==> config.mk <==
export PLATFORM = sky130hd
export DESIGN_NAME = seven_segment_decimal_display_flat
export DESIGN_NICKNAME = d
export VERILOG_FILES = /design/src/sv/ssd_pkg.sv /design/src/sv/ssd_value_if.sv /design/src/sv/ssd_digit_if.sv /design/src/sv/ssd_cfg_if.sv /design/src/sv/ssd_bin2bcd.sv /design/src/sv/ssd_encode.sv /design/src/sv/ssd_serial.sv /design/src/sv/seven_segment_decimal_display.sv /design/src/flat_wrapper.sv
export SDC_FILE = /design/constraint.sdc
export NUM_CORES = 1
export LEC_CHECK = 0
export BUFFER_PORTS_ARGS = -buffer_cell sky130_fd_sc_hd__buf_2
export CAP_MARGIN = 0
export CORE_MARGIN = 2
export CORE_UTILIZATION = 50
export CTS_BUF_LIST = sky130_fd_sc_hd__clkbuf_4 sky130_fd_sc_hd__clkbuf_8
export CTS_CLUSTER_SIZE = 20
export DETAILED_ROUTE_END_ITERATION = 10
export GPL_ROUTABILITY_DRIVEN = 1
export PLACE_DENSITY = 0.66
export SLEW_MARGIN = 20
export SYNTH_ARGS = -nofsm -noshare
export SYNTH_HDL_FRONTEND = slang
export SYNTH_HIERARCHICAL = 1
export SYNTH_SLANG_ARGS = --single-unit
==> constraint.sdc <==
create_clock -name i_clk -period 5.9 [get_ports i_clk]
set_input_delay 0.59 -clock i_clk [delete_from_list [all_inputs] [get_ports i_clk]]
set_output_delay 0.59 -clock i_clk [all_outputs]
set_load 0.01 [all_outputs]
==> src/sv/ssd_pkg.sv <==
// ============================================================================
// ssd_pkg: shared constants and types for the six-digit display driver
// Digit count, field widths, limits, segment patterns and the divide constant.
// ============================================================================
`default_nettype none

package ssd_pkg;

    localparam int DIGITS  = 6;
    localparam int VALUE_W = 20;
    localparam int DP_W    = 3;
    localparam int SEG_W   = 8;
    localparam int BCD_W   = 4;

    localparam logic [VALUE_W-1:0] MAX_VALUE  = 20'd999999;
    localparam logic [DP_W-1:0]    MAX_DP     = 3'd5;
    localparam logic [SEG_W-1:0]   POINT_BIT  = 8'h80;
    // active-low select of the leftmost digit
    localparam logic [DIGITS-1:0]  SEL_FIRST  = 6'h3e;
    // floor(2^20 / 1000): quotient estimate is exact or one short
    localparam logic [10:0]        RECIP_1000 = 11'd1048;

    typedef logic [DIGITS-1:0][BCD_W-1:0] t_digits;
    typedef logic [DIGITS-1:0][SEG_W-1:0] t_segs;

    function automatic logic [SEG_W-1:0] seg_of(input logic [BCD_W-1:0] d);
        logic [SEG_W-1:0] s;
        case (d)
            4'd0: s = 8'h3f;
            4'd1: s = 8'h06;
            4'd2: s = 8'h5b;
            4'd3: s = 8'h4f;
            4'd4: s = 8'h66;
            4'd5: s = 8'h6d;
            4'd6: s = 8'h7d;
            4'd7: s = 8'h07;
            4'd8: s = 8'h7f;
            4'd9: s = 8'h6f;
            default: s = 8'h00;
        endcase
        return s;
    endfunction

endpackage

`default_nettype wire

==> src/sv/ssd_value_if.sv <==
// ============================================================================
// ssd_value_if: input value channel
// Valid/ready channel carrying one value to be displayed.
// ============================================================================
`default_nettype none

interface ssd_value_if;
    logic                       valid;
    logic                       ready;
    logic [ssd_pkg::VALUE_W-1:0] value;

    modport source (output valid, output value, input ready);
    modport sink   (input valid, input value, output ready);
endinterface

`default_nettype wire

==> src/sv/ssd_digit_if.sv <==
// ============================================================================
// ssd_digit_if: digit result channel
// Valid/ready channel carrying one digit's segments and select.
// ============================================================================
`default_nettype none

interface ssd_digit_if;
    logic                        valid;
    logic                        ready;
    logic [ssd_pkg::SEG_W-1:0]   segments;
    logic [ssd_pkg::DIGITS-1:0]  digit_select;
    logic                        last;

    modport source (output valid, output segments, output digit_select, output last,
                    input ready);
    modport sink   (input valid, input segments, input digit_select, input last,
                    output ready);
endinterface

`default_nettype wire

==> src/sv/ssd_cfg_if.sv <==
// ============================================================================
// ssd_cfg_if: configuration write channel
// Valid/ready channel carrying the decimal_places register value.
// ============================================================================
`default_nettype none

interface ssd_cfg_if;
    logic                     valid;
    logic                     ready;
    logic [ssd_pkg::DP_W-1:0] data;

    modport source (output valid, output data, input ready);
    modport sink   (input valid, input data, output ready);
endinterface

`default_nettype wire

==> src/sv/ssd_bin2bcd.sv <==
// ============================================================================
// ssd_bin2bcd: pipelined binary to six-digit BCD converter
// Saturate, split by 1000 via reciprocal multiply, then split each half into
// hundreds, tens and units. Five register stages, common stall enable.
// ============================================================================
`default_nettype none

module ssd_bin2bcd (
    input  wire                         i_clk,
    input  wire                         i_rst_n,
    input  wire                         i_en,
    input  wire                         i_valid,
    input  wire  [ssd_pkg::VALUE_W-1:0] i_value,
    output logic                        o_valid,
    output ssd_pkg::t_digits            o_digits
);
    import ssd_pkg::*;

    // stage valids
    logic r_v1, r_v2, r_v3, r_v4, r_v5;

    // stage 1: saturated value
    logic [VALUE_W-1:0] r_val1;
    // stage 2: reciprocal product
    logic [30:0]        r_prod2;
    logic [VALUE_W-1:0] r_val2;
    // stage 3: thousands and remainder
    logic [1:0][9:0]    r_part3;
    // stage 4: hundreds digit and remainder below 100, per half
    logic [1:0][3:0]    r_hund4;
    logic [1:0][6:0]    r_rem4;
    // stage 5: all digits
    t_digits            r_dig5;

    logic [30:0]        w_prod;
    logic [9:0]         w_qe;
    logic [10:0]        w_rem;
    logic [1:0][9:0]    n_part;
    logic [1:0][3:0]    n_hund;
    logic [1:0][6:0]    n_rem;
    t_digits            n_dig;

    always_comb begin
        w_prod = 31'(r_val1) * 31'(RECIP_1000);
    end

    always_comb begin
        w_qe  = r_prod2[29:20];
        w_rem = 11'(r_val2 - 20'(w_qe) * 20'd1000);
        if (w_rem >= 11'd1000) begin
            n_part[1] = w_qe + 10'd1;
            n_part[0] = 10'(w_rem - 11'd1000);
        end else begin
            n_part[1] = w_qe;
            n_part[0] = w_rem[9:0];
        end
    end

    always_comb begin
        logic [15:0] hp;
        for (int k = 0; k < 2; k++) begin
            hp        = 16'(r_part3[k]) * 16'd41;   // x*41>>12 == x/100 for x<1000
            n_hund[k] = hp[15:12];
            n_rem[k]  = 7'(r_part3[k] - 10'(hp[15:12]) * 10'd100);
        end
    end

    always_comb begin
        logic [14:0] tp;
        logic [3:0]  tens;
        for (int k = 0; k < 2; k++) begin
            tp   = 15'(r_rem4[k]) * 15'd205;        // r*205>>11 == r/10 for r<100
            tens = tp[14:11];
            n_dig[3*(1-k)]     = r_hund4[k];
            n_dig[3*(1-k) + 1] = tens;
            n_dig[3*(1-k) + 2] = 4'(r_rem4[k] - 7'(tens) * 7'd10);
        end
    end

    always_ff @(posedge i_clk) begin
        if (!i_rst_n) begin
            r_v1 <= 1'b0;
            r_v2 <= 1'b0;
            r_v3 <= 1'b0;
            r_v4 <= 1'b0;
            r_v5 <= 1'b0;
        end else if (i_en) begin
            r_v1 <= i_valid;
            r_v2 <= r_v1;
            r_v3 <= r_v2;
            r_v4 <= r_v3;
            r_v5 <= r_v4;
        end
    end

    always_ff @(posedge i_clk) begin
        if (i_en) begin
            r_val1  <= (i_value > MAX_VALUE) ? MAX_VALUE : i_value;
            r_prod2 <= w_prod;
            r_val2  <= r_val1;
            r_part3 <= n_part;
            r_hund4 <= n_hund;
            r_rem4  <= n_rem;
            r_dig5  <= n_dig;
        end
    end

    assign o_valid  = r_v5;
    assign o_digits = r_dig5;

endmodule

`default_nettype wire

==> src/sv/ssd_encode.sv <==
// ============================================================================
// ssd_encode: digit to segment encoder
// Maps six BCD digits to segment patterns, places the decimal point and
// blanks leading zeros. One register stage.
// ============================================================================
`default_nettype none

module ssd_encode (
    input  wire                       i_clk,
    input  wire                       i_rst_n,
    input  wire                       i_en,
    input  wire                       i_valid,
    input  ssd_pkg::t_digits          i_digits,
    input  wire  [ssd_pkg::DP_W-1:0]  i_dp,
    output logic                      o_valid,
    output ssd_pkg::t_segs            o_segs
);
    import ssd_pkg::*;

    logic     r_v;
    t_segs    r_segs;
    t_segs    n_segs;

    logic [DP_W-1:0] w_dp;
    logic [2:0]      w_point_pos;   // 1-based, 0 when no point
    logic [2:0]      w_first_shown; // 1-based

    always_comb begin
        w_dp = (i_dp > MAX_DP) ? MAX_DP : i_dp;
        if (w_dp == '0) begin
            w_point_pos   = 3'd0;
            w_first_shown = 3'(DIGITS);
        end else begin
            w_point_pos   = 3'(DIGITS) - w_dp;
            w_first_shown = 3'(DIGITS) - w_dp;
        end
    end

    always_comb begin
        logic       leading;
        logic [2:0] pos;
        leading = 1'b1;
        for (int i = 0; i < DIGITS; i++) begin
            pos = 3'(i + 1);
            if (i_digits[i] != '0) begin
                leading = 1'b0;
            end
            if (leading && pos < w_first_shown) begin
                n_segs[i] = '0;
            end else begin
                n_segs[i] = seg_of(i_digits[i]) | ((pos == w_point_pos) ? POINT_BIT : '0);
            end
        end
    end

    always_ff @(posedge i_clk) begin
        if (!i_rst_n) begin
            r_v <= 1'b0;
        end else if (i_en) begin
            r_v <= i_valid;
        end
    end

    always_ff @(posedge i_clk) begin
        if (i_en) begin
            r_segs <= n_segs;
        end
    end

    assign o_valid = r_v;
    assign o_segs  = r_segs;

endmodule

`default_nettype wire

==> src/sv/ssd_serial.sv <==
// ============================================================================
// ssd_serial: digit serializer
// Holds one encoded value and sends its six digits, leftmost first, one
// transfer per cycle while the result channel is ready.
// ============================================================================
`default_nettype none

module ssd_serial (
    input  wire             i_clk,
    input  wire             i_rst_n,
    input  wire             i_load,
    input  ssd_pkg::t_segs  i_segs,
    output logic            o_take,
    ssd_digit_if.source     o_digit
);
    import ssd_pkg::*;

    logic              r_busy;
    t_segs             r_segs;
    logic [DIGITS-1:0] r_sel;

    logic w_last;
    logic w_xfer;

    assign w_last = ~r_sel[DIGITS-1];
    assign w_xfer = r_busy && o_digit.ready;
    assign o_take = !r_busy || (o_digit.ready && w_last);

    always_ff @(posedge i_clk) begin
        if (!i_rst_n) begin
            r_busy <= 1'b0;
        end else if (i_load) begin
            r_busy <= 1'b1;
        end else if (w_xfer && w_last) begin
            r_busy <= 1'b0;
        end
    end

    always_ff @(posedge i_clk) begin
        if (i_load) begin
            r_segs <= i_segs;
            r_sel  <= SEL_FIRST;
        end else if (w_xfer) begin
            r_segs <= t_segs'(r_segs >> SEG_W);
            r_sel  <= {r_sel[DIGITS-2:0], 1'b1};
        end
    end

    assign o_digit.valid        = r_busy;
    assign o_digit.segments     = r_segs[0];
    assign o_digit.digit_select = r_sel;
    assign o_digit.last         = w_last;

endmodule

`default_nettype wire

==> src/sv/seven_segment_decimal_display.sv <==
// ============================================================================
// seven_segment_decimal_display: six-digit seven-segment decimal driver
// Converts a scaled value into six digit transfers with point and blanking.
// ============================================================================
// Each accepted value produces six transfers on the digit channel, leftmost
// digit first, one per cycle while the sink is ready; last marks the sixth.
// In steady state the value rate is set by the single output register sending
// one digit per cycle while the sink is ready, which loads the next value with
// the last digit's transfer; conversion runs in a six-stage pipeline (saturate,
// reciprocal multiply, divide correction, hundreds split, tens/units split,
// segment encode). Values above 999999 show as 999999. decimal_places above 5
// acts as 5; write it only while no value is in flight.
`default_nettype none

module seven_segment_decimal_display (
    input  wire          i_clk,
    input  wire          i_rst_n,
    ssd_value_if.sink    i_value_ch,
    ssd_cfg_if.sink      i_cfg_ch,
    ssd_digit_if.source  o_digit_ch
);
    import ssd_pkg::*;

    logic [DP_W-1:0] r_dp;

    logic    w_en;
    logic    w_take;
    logic    w_bcd_valid;
    t_digits w_digits;
    logic    w_enc_valid;
    t_segs   w_segs;

    assign i_cfg_ch.ready = 1'b1;

    always_ff @(posedge i_clk) begin
        if (!i_rst_n) begin
            r_dp <= '0;
        end else if (i_cfg_ch.valid) begin
            r_dp <= i_cfg_ch.data;
        end
    end

    // pipeline advances unless the encoded value is waiting on the serializer
    assign w_en             = !w_enc_valid || w_take;
    assign i_value_ch.ready = w_en;

    ssd_bin2bcd u_bin2bcd (
        .i_clk    (i_clk),
        .i_rst_n  (i_rst_n),
        .i_en     (w_en),
        .i_valid  (i_value_ch.valid),
        .i_value  (i_value_ch.value),
        .o_valid  (w_bcd_valid),
        .o_digits (w_digits)
    );

    ssd_encode u_encode (
        .i_clk    (i_clk),
        .i_rst_n  (i_rst_n),
        .i_en     (w_en),
        .i_valid  (w_bcd_valid),
        .i_digits (w_digits),
        .i_dp     (r_dp),
        .o_valid  (w_enc_valid),
        .o_segs   (w_segs)
    );

    ssd_serial u_serial (
        .i_clk   (i_clk),
        .i_rst_n (i_rst_n),
        .i_load  (w_enc_valid && w_take),
        .i_segs  (w_segs),
        .o_take  (w_take),
        .o_digit (o_digit_ch)
    );

endmodule

`default_nettype wire
==> src/flat_wrapper.sv <==
// flat-port wrapper written by rule: the top's interface ports become plain ports
module seven_segment_decimal_display_flat import ssd_pkg::*;
  (i_clk, i_rst_n, i_value_ch_valid, i_value_ch_value, i_value_ch_ready, i_cfg_ch_valid, i_cfg_ch_data, i_cfg_ch_ready, o_digit_ch_valid, o_digit_ch_segments, o_digit_ch_digit_select, o_digit_ch_last, o_digit_ch_ready);
  ssd_value_if i_value_ch_i ();
  ssd_cfg_if i_cfg_ch_i ();
  ssd_digit_if o_digit_ch_i ();
  input  wire i_clk;
  input  wire i_rst_n;
  input wire logic [$bits(i_value_ch_i.valid)-1:0] i_value_ch_valid;
  input wire logic [$bits(i_value_ch_i.value)-1:0] i_value_ch_value;
  output wire logic [$bits(i_value_ch_i.ready)-1:0] i_value_ch_ready;
  input wire logic [$bits(i_cfg_ch_i.valid)-1:0] i_cfg_ch_valid;
  input wire logic [$bits(i_cfg_ch_i.data)-1:0] i_cfg_ch_data;
  output wire logic [$bits(i_cfg_ch_i.ready)-1:0] i_cfg_ch_ready;
  output wire logic [$bits(o_digit_ch_i.valid)-1:0] o_digit_ch_valid;
  output wire logic [$bits(o_digit_ch_i.segments)-1:0] o_digit_ch_segments;
  output wire logic [$bits(o_digit_ch_i.digit_select)-1:0] o_digit_ch_digit_select;
  output wire logic [$bits(o_digit_ch_i.last)-1:0] o_digit_ch_last;
  input wire logic [$bits(o_digit_ch_i.ready)-1:0] o_digit_ch_ready;
  assign i_value_ch_i.valid = i_value_ch_valid;
  assign i_value_ch_i.value = i_value_ch_value;
  assign i_value_ch_ready = i_value_ch_i.ready;
  assign i_cfg_ch_i.valid = i_cfg_ch_valid;
  assign i_cfg_ch_i.data = i_cfg_ch_data;
  assign i_cfg_ch_ready = i_cfg_ch_i.ready;
  assign o_digit_ch_valid = o_digit_ch_i.valid;
  assign o_digit_ch_segments = o_digit_ch_i.segments;
  assign o_digit_ch_digit_select = o_digit_ch_i.digit_select;
  assign o_digit_ch_last = o_digit_ch_i.last;
  assign o_digit_ch_i.ready = o_digit_ch_ready;
  seven_segment_decimal_display u_core (.i_clk(i_clk), .i_rst_n(i_rst_n), .i_value_ch(i_value_ch_i), .i_cfg_ch(i_cfg_ch_i), .o_digit_ch(o_digit_ch_i));
endmodule
# Word level (Yosys, flattened, before mapping)
# Memory sizes are Yosys's and may differ from the RTL's. A register that Yosys moved wholly into a read port is not among the register bits.
# Index checks and enable logic that the tools add are counted.
[word_totals] romBits=672 ramBits=0 mem_count=6 ff_bits=236 input_bits=28 latchBits=0 word_cells=137
[classes] eq_ne=6 reduce_logical=23 mux=32 div=0 n_mul=10 addsub=8 order_cmp=9 n_bitwise=7 shifts=0
[memory_table] memory="(no name shown)" words=16 word_bits=7 read_ports=1 rd_ports_with_merged_regs=1 wr=0 line_no="ssd_pkg.sv:28" source="case (d)"
[memory_table] memory="(no name shown)" words=16 word_bits=7 read_ports=1 rd_ports_with_merged_regs=1 wr=0 line_no="ssd_pkg.sv:28"
[memory_table] memory="(no name shown)" words=16 word_bits=7 read_ports=1 rd_ports_with_merged_regs=1 wr=0 line_no="ssd_pkg.sv:28"
[memory_table] memory="(no name shown)" words=16 word_bits=7 read_ports=1 rd_ports_with_merged_regs=1 wr=0 line_no="ssd_pkg.sv:28"
[memory_table] memory="(no name shown)" words=16 word_bits=7 read_ports=1 rd_ports_with_merged_regs=1 wr=0 line_no="ssd_pkg.sv:28"
[memory_table] memory="(no name shown)" words=16 word_bits=7 read_ports=1 rd_ports_with_merged_regs=1 wr=0 line_no="ssd_pkg.sv:28"
[op_table] op="48-bit two-way mux" count=2
[op_table] op="8-bit two-way mux" count=12
[op_table] op="8-bit OR" count=6
[op_table] op="10-bit by 6-bit multiplier with 16-bit output (second input constant)" count=2
[op_table] op="7-bit by 8-bit multiplier with 15-bit output (second input constant)" count=2
[op_table] op="20-bit by 8-bit multiplier with 27-bit output (second input constant)" count=1
[op_table] op="4-bit two-way mux" count=6
[op_table] op="4-bit nonzero test" count=6
[op_table] op="20-bit greater-than comparator (second input constant)" count=1
[op_table] op="20-bit two-way mux" count=1
[op_table] op="7-bit subtractor" count=2
[op_table] op="11-bit by 10-bit >= comparator with 1-bit output (second input constant)" count=1
[op_table] op="11-bit subtractor" count=1
[op_table] op="10-bit by 1-bit adder with 10-bit output (second input constant)" count=1
[op_table] op="1-bit logical AND" count=10
[op_table] op="10-bit by 7-bit multiplier with 8-bit output (second input constant)" count=1
[op_table] op="4-bit by 5-bit multiplier with 5-bit output (second input constant)" count=2
[op_table] op="10-bit subtractor (second input constant)" count=1
[op_table] op="3-bit equality test (first input constant)" count=3
[op_table] op="3-bit < comparator (first input constant)" count=3
[op_table] op="3-bit two-way mux" count=3
[op_table] op="4-bit by 3-bit multiplier with 3-bit output (second input constant)" count=2
[op_table] op="1-bit two-way mux" count=8
[op_table] op="4-bit subtractor" count=2
[op_table] op="other kinds (11)" count=16

# Longest topological paths before layout
# Gate-level depths: netlist (run 1).
[depth] word_depth=10 mapped_depth=21 ltp_nobuf=21

# Modules after synthesis
# Netlist (run 1), hierarchy kept.
[modules_own_cells] mod="ssd_bin2bcd" area_each_um2=9685.5 cells_each=843 n_inst=1
[modules_own_cells] mod="ssd_encode" area_each_um2=2941.6 cells_each=259 n_inst=1
[modules_own_cells] mod="ssd_serial" area_each_um2=2357.3 cells_each=137 n_inst=1
[modules_own_cells] mod="seven_segment_decimal_display" area_each_um2=132.6 cells_each=13 n_inst=1

# Worst setup path before layout (run 1)
# OpenSTA, ideal clock, no wires.
[synth_timing] path_kind="input-to-reg" start="input o_digit_ch_ready" end="register u_core.u_bin2bcd.r_v5 (netlist: u_core/u_bin2bcd/o_valid)" t_arrival_ns=5.338 path_stages=6 path_slack_ns=0.446 t_required_ns=5.784 n_path_buf=1 path_cell_list="inv_1 > o21ai_0 > nand2b_1 > clkbuf_1 > mux2i_1 > nor2b_1"
[synth_between] elab_chain_len=3
[synth_lines] item="from (decl)" line_no="flat_wrapper.sv:19" source="input wire logic [$bits(o_digit_ch_i.ready)-1:0] o_digit_ch_ready;"
[synth_lines] item="1-bit logical AND" line_no="ssd_serial.sv:27" source="assign o_take = !r_busy || (o_digit.ready && w_last);"
[synth_lines] item="1-bit logical OR" line_no="ssd_serial.sv:27"
[synth_lines] item="named net u_core.w_take" line_no="seven_segment_decimal_display.sv:27" source="logic w_take;"
[synth_lines] item="1-bit logical OR" line_no="seven_segment_decimal_display.sv:44" source="assign w_en = !w_enc_valid || w_take;"
[synth_lines] item="named net i_value_ch_ready" line_no="flat_wrapper.sv:11" source="output wire logic [$bits(i_value_ch_i.ready)-1:0] i_value_ch_ready;"
[synth_lines] item="to (signal assigned)" line_no="ssd_bin2bcd.sv:92" source="r_v5 <= r_v4;"
[synth_lines] item="to (decl)" line_no="ssd_bin2bcd.sv:20" source="logic r_v1, r_v2, r_v3, r_v4, r_v5;"
# The timed path passes the listed nets, and every way through them passes these cells.
# A chain may end at the register's enable or synchronous reset.

==> results.txt, run 1 <==
ys flop type = edfxtp_1
multi-input logic area = 7720 um2
outcome = finished, final reports clean
synth unique cells = 65
die height = 178 um
clk_skew = 0.0366 ns
Cells after DPL = 1659
R2R Setup Slk = 0.67 ns
met1 Usage GRT = 0.200
Tcrit/Tclk final = 0.886
Final min period = 5.23 ns
Finished Layout Cells = 1728
arrival time worst endpoint = 5.52 ns
CP Launch Type = register
Max Root-Sink Buffers = 3
clock-pin slew on the worst setup and hold paths = 0.06 ns
Avg WL per Cell = 13.8 um
share of cells above drive strength 1 = 0.138
IO Pins = 46
Clock Sinks = 219
Post CTS Setup Buffer Count = 0
grt met2 use = 0.276
Final Max Tran Viols = 0
Yosys reg bits = 219
Yosys warning total = 6
RR Startpoint = u_core/u_bin2bcd/r_prod2[20]
via count = 8697
final setup vio count = 0
Worst EP required = 6.19 ns
DRC violations left = 0
crit path kind = register to register
post-route antenna net violation count = 0
CTS tree = built
CP endpoint kind = register
vias in the first global route = 8840
Starting Density = 0.509
top cells by area, synth = edfxtp_1 40%, ha_1 21%, fa_1 6.5%, inv_1 5.2%, xnor2_1 3.0%
final WL = 23800 um
share of the synthesized area in the top cell type = 0.403
GRT overflow = 0
Max Cap Violations = 0
n_diodes = 0
Port Buffers = 44
H-tree depth = 2
worst r2r dst = u_core/u_bin2bcd/r_part3[8]
drt initial violations = 297
initial antenna violation count = 0
first-pass GRT wire length = 40700 um
NumNets Final = 1646
drt pass-1 iters = 6
FP Rows = 63
die area = 31600 um2
CTS Hold Bufs = 0
slew margin rel. = 0.467
RSZ-0062 raised after global routing = false
Hold Path Class = primary input to register
Fin. Hold Viols = 0
Max FO, Critical Path = 18
Syn Nets = 1588
Core ar. = 29700 um2
Total GRT Usage = 0.159
EDFF count, synth = 203
layer with the highest usage = met2
total area of sequential cells = 6420 um2
worst-skew pair later-pin latency = 0.55 ns
Final Cell Area = 16500 um2
Setup crit start = u_core/u_bin2bcd/r_prod2[20]
largest net degree at the start of global routing = 60
Clock Root Buffer = clkbuf_8
DP Wirelength = 17600 um
RD Place Congestion = 0.856
Layout area overhead = 8.93%
met3 Usage GRT = 0.0276
CTS resizes = 0
Avg Cell Area, Syn = 12.1 um2
Fin Setup TNS = 0 ns
R2R cell count = 15
Mapped Cells = 1252
register area share after synthesis = 0.424
number of fill cells = 2470
die width = 178 um
Synth area leader = edfxtp_1
Post-synth ARST share = 0
total CTS buffers = 39
Final Util = 0.554
Placement Cell Area = 15700 um2
FMAX = 191 MHz
Critical Path End = u_core/u_bin2bcd/r_part3[8]
Slew @ Worst Pin = 0.799 ns
mapped cell area = 15100 um2
routed vias/inst = 5.03
## worst min-delay path by stage
stage                                          start                       endpoint  slack (ns)  cells after the start
final                           i_value_ch_value[19]    u_core/u_bin2bcd/r_val1[19]        0.23                      1
after global routing            i_value_ch_value[19]    u_core/u_bin2bcd/r_val1[19]        0.20                      1
after CTS                       i_value_ch_value[19]    u_core/u_bin2bcd/r_val1[19]        0.19                      1
after detailed placement  u_core/u_bin2bcd/n_dig[12]  u_core/u_bin2bcd/o_digits[12]        0.40                      0
after global placement     u_core/u_bin2bcd/n_dig[3]   u_core/u_bin2bcd/o_digits[3]        0.40                      0
after floorplan            u_core/u_bin2bcd/n_dig[0]   u_core/u_bin2bcd/o_digits[0]        0.40                      0
## per-layer routing
metal  part of all wire  routed length (um)
met1               0.46               11000
met2               0.48               11500
met3              0.030                 726
met4              0.027                 638
met5                  0                   0
## metrics by stage
| step | hold WS (ns) | setup slack (ns) |
|---|---|---|
| finish | 0.228 | 0.673 |
| global route | 0.204 | 0.427 |
| CTS | 0.187 | 0.658 |
| detailed placement | 0.405 | 0.661 |
| global placement | 0.403 | 0.800 |
| floorplan | 0.400 | 0.446 |
## placed cells by master (no fill, tap or decap), types with 4 or more instances in the layout
cell / Yosys / routed
nand2_1: 18 / 18
nand2b_1: 28 / 26
o21ai_0: 30 / 30
nand3_1: 12 / 12
mux2_4: 13 / 13
xnor2_1: 51 / 51
nand4_1: 6 / 6
fa_1: 49 / 49
nor3_1: 4 / 4
mux2_2: 28 / 28
a21o_1: 19 / 19
clkinv_2: 0 / 4
nor3b_1: 4 / 4
buf_2: 4 / 44
xor2_1: 28 / 28
clkbuf_8: 0 / 40
a2bb2oi_1: 4 / 4
nor2_1: 37 / 37
dfxtp_1: 16 / 16
ha_1: 259 / 259
clkbuf_4: 0 / 16
mux2i_1: 14 / 14
nor2b_1: 15 / 15
edfxtp_1: 203 / 203
o21bai_1: 10 / 10
o22ai_1: 6 / 6
a31oi_1: 8 / 8
o21a_1: 7 / 7
a21oi_1: 57 / 57
buf_4: 9 / 4
or2_2: 8 / 8
and2_1: 21 / 20
inv_1: 209 / 209
and3_1: 10 / 10
nand2_2: 4 / 4
or3b_2: 4 / 4
## worst max-delay path, cell delays in order (launching register included)
cell and delay (ns):
edfxtp_1 0.53, fa_1 0.63, inv_1 0.07, fa_1 0.50, inv_1 0.06, fa_1 0.53
inv_1 0.05, fa_1 0.49, inv_1 0.04, ha_1 0.31, xor2_1 0.17, ha_1 0.30
xor2_1 0.21, o32ai_4 0.67, nand4_1 0.21, xor2_1 0.19
## cells in the mapped netlist (6+ instances only)
| cell | n |
|---|---|
| and3_1 | 10 |
| or2_2 | 8 |
| mux2i_1 | 14 |
| fa_1 | 49 |
| o21bai_1 | 10 |
| nand2_1 | 18 |
| buf_4 | 9 |
| edfxtp_1 | 203 |
| inv_1 | 209 |
| xor2_1 | 28 |
| o22ai_1 | 6 |
| clkbuf_1 | 11 |
| dfxtp_1 | 16 |
| nor2b_1 | 15 |
| mux2_2 | 28 |
| mux2_4 | 13 |
| nor2_1 | 37 |
| and2_1 | 21 |
| o21a_1 | 7 |
| a21o_1 | 19 |
| nand2b_1 | 28 |
| a31oi_1 | 8 |
| nand3_1 | 12 |
| ha_1 | 259 |
| a21oi_1 | 57 |
| xnor2_1 | 51 |
| buf_6 | 7 |
| nand4_1 | 6 |
| o21ai_0 | 30 |
## kinds of logic (layout without fill, tap and decap cells)
group / after synthesis / after routing / synth area share
AOI/OAI and AO/OA: 164 / 164 / 0.0700
xor gates and xnor gates: 80 / 80 / 0.0468
adders and majority gates: 308 / 308 / 0.279
muxes: 55 / 55 / 0.0430
and+or+nand+nor: 184 / 184 / 0.0703
buffers and inverters: 240 / 326 / 0.0656
DFF: 219 / 219 / 0.424
other: 2 / 2 / 0.000497
## final cells by class
type / count / area share
clock buffer: 56 / 0.0407
multi-input combinational: 793 / 0.469
inverter: 209 / 0.0476
clock inverter: 13 / 0.00836
sequential: 219 / 0.390
tap: 390 / 0.0296
timing repair buffer: 48 / 0.0152
## state kept, by name, indices dropped and copies added (netlist names), 3 cells and up
register                              cells
u_core/u_serial/r_segs                   40
u_core/u_bin2bcd/r_val1                  20
u_core/u_bin2bcd/n_dig                    8
u_core/u_bin2bcd/o_digits                24
u_core/u_serial/o_digit.digit_select      6
u_core/u_bin2bcd/r_val2                  11
u_core/u_bin2bcd/r_rem4                  14
u_core/u_bin2bcd/r_prod2                 10
u_core/u_serial/o_digit.segments          8
u_core/u_encode/o_segs                   48
u_core/u_bin2bcd/r_part3                 20
u_core/r_dp                               3
Power of run 1 is left out: the tool's default activity adds up to more than one toggle a clock period on the data nets, which glitch-free logic cannot reach.
==> run 2, diff against run 1 <==
==> constraint.sdc (replaced) <==
create_clock -name i_clk -period 5.3 [get_ports i_clk]
set_input_delay 0.53 -clock i_clk [delete_from_list [all_inputs] [get_ports i_clk]]
set_output_delay 0.53 -clock i_clk [all_outputs]
set_load 0.01 [all_outputs]
==> run 2 against run 1 <==
Compared with the run above: critical path depth up 2; flip-flop and latch count unchanged; clock-buffer cell count shrank 2; clock skew shrank 0.013 ns; via count about the same; worst hold slack worse by 0.065 ns.
==> results.txt, run 2 (synthesized netlist as in run 1, its figures left out) <==
RSZ-0062 raised after global routing = false
Hold Path Class = primary input to register
Final min period = 4.99 ns (-0.234 ns)
R2R Setup Slk = 0.31 ns (-0.37 ns)
total CTS buffers = 39 (unchanged)
largest net degree at the start of global routing = 58 (-3.3%)
drt pass-1 iters = 4 (-2)
Port Buffers = 44 (unchanged)
DP Wirelength = 17700 um (+0.95%)
post-route antenna net violation count = 0 (unchanged)
Total GRT Usage = 0.161 (+0.00221)
multi-input logic area = 7720 um2 (unchanged)
crit path kind = register to register
Tcrit/Tclk final = 0.942 (+0.0562)
CTS resizes = 0 (unchanged)
die width = 178 um (unchanged)
Starting Density = 0.509 (unchanged)
Fin Setup TNS = 0 ns (unchanged)
Clock Sinks = 219 (unchanged)
slew margin rel. = 0.499 (+0.0315)
Layout area overhead = 9.51%
final WL = 23700 um (-0.55%)
CTS tree = built
NumNets Final = 1651 (+0.30%)
Core ar. = 29700 um2 (unchanged)
CP Launch Type = register
via count = 8690 (-0.080%)
RR Startpoint = u_core/u_bin2bcd/r_prod2[20]
total area of sequential cells = 6420 um2 (unchanged)
Max Cap Violations = 0 (unchanged)
FMAX = 200 MHz (+4.7%)
CP endpoint kind = register
most frequent cells in the layout = 259 x ha_1, 209 x inv_1, 203 x edfxtp_1, 57 x a21oi_1, 51 x xnor2_1
max reg flops = 48 (unchanged)
number of fill cells = 2406 (-2.6%)
Clock Root Buffer = clkbuf_8
IO Pins = 46 (unchanged)
vias in the first global route = 8778 (-0.70%)
Worst EP required = 5.59 ns (-0.60 ns)
Fin. Hold Viols = 0 (unchanged)
first-pass GRT wire length = 41200 um (+1.4%)
Final Max Tran Viols = 0 (unchanged)
outcome = finished, final reports clean
n_diodes = 0 (unchanged)
H-tree depth = 2 (unchanged)
clock-pin slew on the worst setup and hold paths = 0.06 ns (about the same)
drt initial violations = 262 (-12%)
Max FO, Critical Path = 14 (-4)
WHS Endpoint = u_core/u_bin2bcd/r_val1[18]
routed vias/inst = 5.01 (-0.48%)
hold path depth = 1 (unchanged)
final setup vio count = 0 (unchanged)
DRC violations left = 0 (unchanged)
Hold Startpoint = i_value_ch_value[18]
Avg WL per Cell = 13.7 um (-0.95%)
clk_skew = 0.0240 ns (-0.0126 ns)
worst hold margin = 0.163 ns (-0.0653 ns)
initial antenna violation count = 0 (unchanged)
Slew @ Worst Pin = 0.751 ns (-0.0488 ns)
commonest non-fill, non-tap cell in the layout = ha_1
arrival time worst endpoint = 5.28 ns (-0.24 ns)
die height = 178 um (unchanged)
share of cells above drive strength 1 = 0.141 (+0.00300)
Max Root-Sink Buffers = 3 (unchanged)
RD Place Congestion = 0.839 (-2.0%)
R2R cell count = 17 (+2)
GRT overflow = 0 (unchanged)
worst-skew pair later-pin latency = 0.55 ns (about the same)
FP Rows = 63 (unchanged)
die area = 31600 um2 (unchanged)
worst r2r dst = u_core/u_bin2bcd/r_part3[18]
## run 2: timing repair
| action | CTS | global route |
|---|---|---|
| hold buffers | 0 | 0 |
| endpoints found under the setup margin | 0 | 10 |
| endpoints found under the hold margin | 0 | 0 |
| setup buffers | 0 | 3 |
## run 2: area by class of cell
class | count | area share
Timing Repair Buffer | 53 | 0.0181
Inverter | 209 | 0.0474
Clock buffer | 54 | 0.0404
Multi-Input combinational cell | 793 | 0.466
Tap cell | 390 | 0.0295
Clock inverter | 17 | 0.0107
Sequential cell | 219 | 0.388
## run 2: critical path, cell delays in order, from the launching register on
cell      delay [ns]
edfxtp_1        0.50
fa_1            0.61
inv_1           0.07
fa_1            0.50
inv_1           0.05
fa_1            0.52
inv_1           0.05
fa_1            0.49
inv_1           0.04
ha_1            0.31
xor2_1          0.18
ha_1            0.31
a21bo_2         0.23
a21oi_1         0.26
o32ai_4         0.14
buf_12          0.17
and3_1          0.17
xor2_1          0.14
## run 2: per-layer routing
layer | vias to the layer above | wire, um | global-route usage
li1 | 4446 | - | -
met1 | 4088 | 11000 | 0.207
met2 | 107 | 11300 | 0.271
met3 | 49 | 825 | 0.0306
met4 | 0 | 615 | 0.0564
met5 | - | 0 | 0
## run 2: worst max-delay path by stage
stage	startpoint	to	slack [ns]	cells past startpoint
after floorplan	u_core/u_bin2bcd/r_prod2[20]	u_core/u_bin2bcd/r_part3[12]	0.51	17
after global placement	u_core/u_bin2bcd/r_prod2[20]	u_core/u_bin2bcd/r_part3[19]	0.25	15
after detailed placement	u_core/u_bin2bcd/r_prod2[20]	u_core/u_bin2bcd/r_part3[8]	0.17	15
after CTS	u_core/u_bin2bcd/r_prod2[20]	u_core/u_bin2bcd/r_part3[19]	0.15	15
after global routing	u_core/u_bin2bcd/r_prod2[20]	u_core/u_bin2bcd/r_part3[11]	0.03	18
final	u_core/u_bin2bcd/r_prod2[20]	u_core/u_bin2bcd/r_part3[18]	0.31	17
## run 2: per-stage QoR
step	worst slack, ns	instance area [um2]	instances	util
final	0.307	16600	1735	0.557
after CTS	0.147	16500	1732	0.556
after detailed placement	0.169	15700	1661	0.527
after floorplan	0.513	15100	1252	-
after global routing	0.0297	16600	1735	0.557
after global placement	0.248	15700	1661	0.527
Power of run 2 is left out for the same reason.
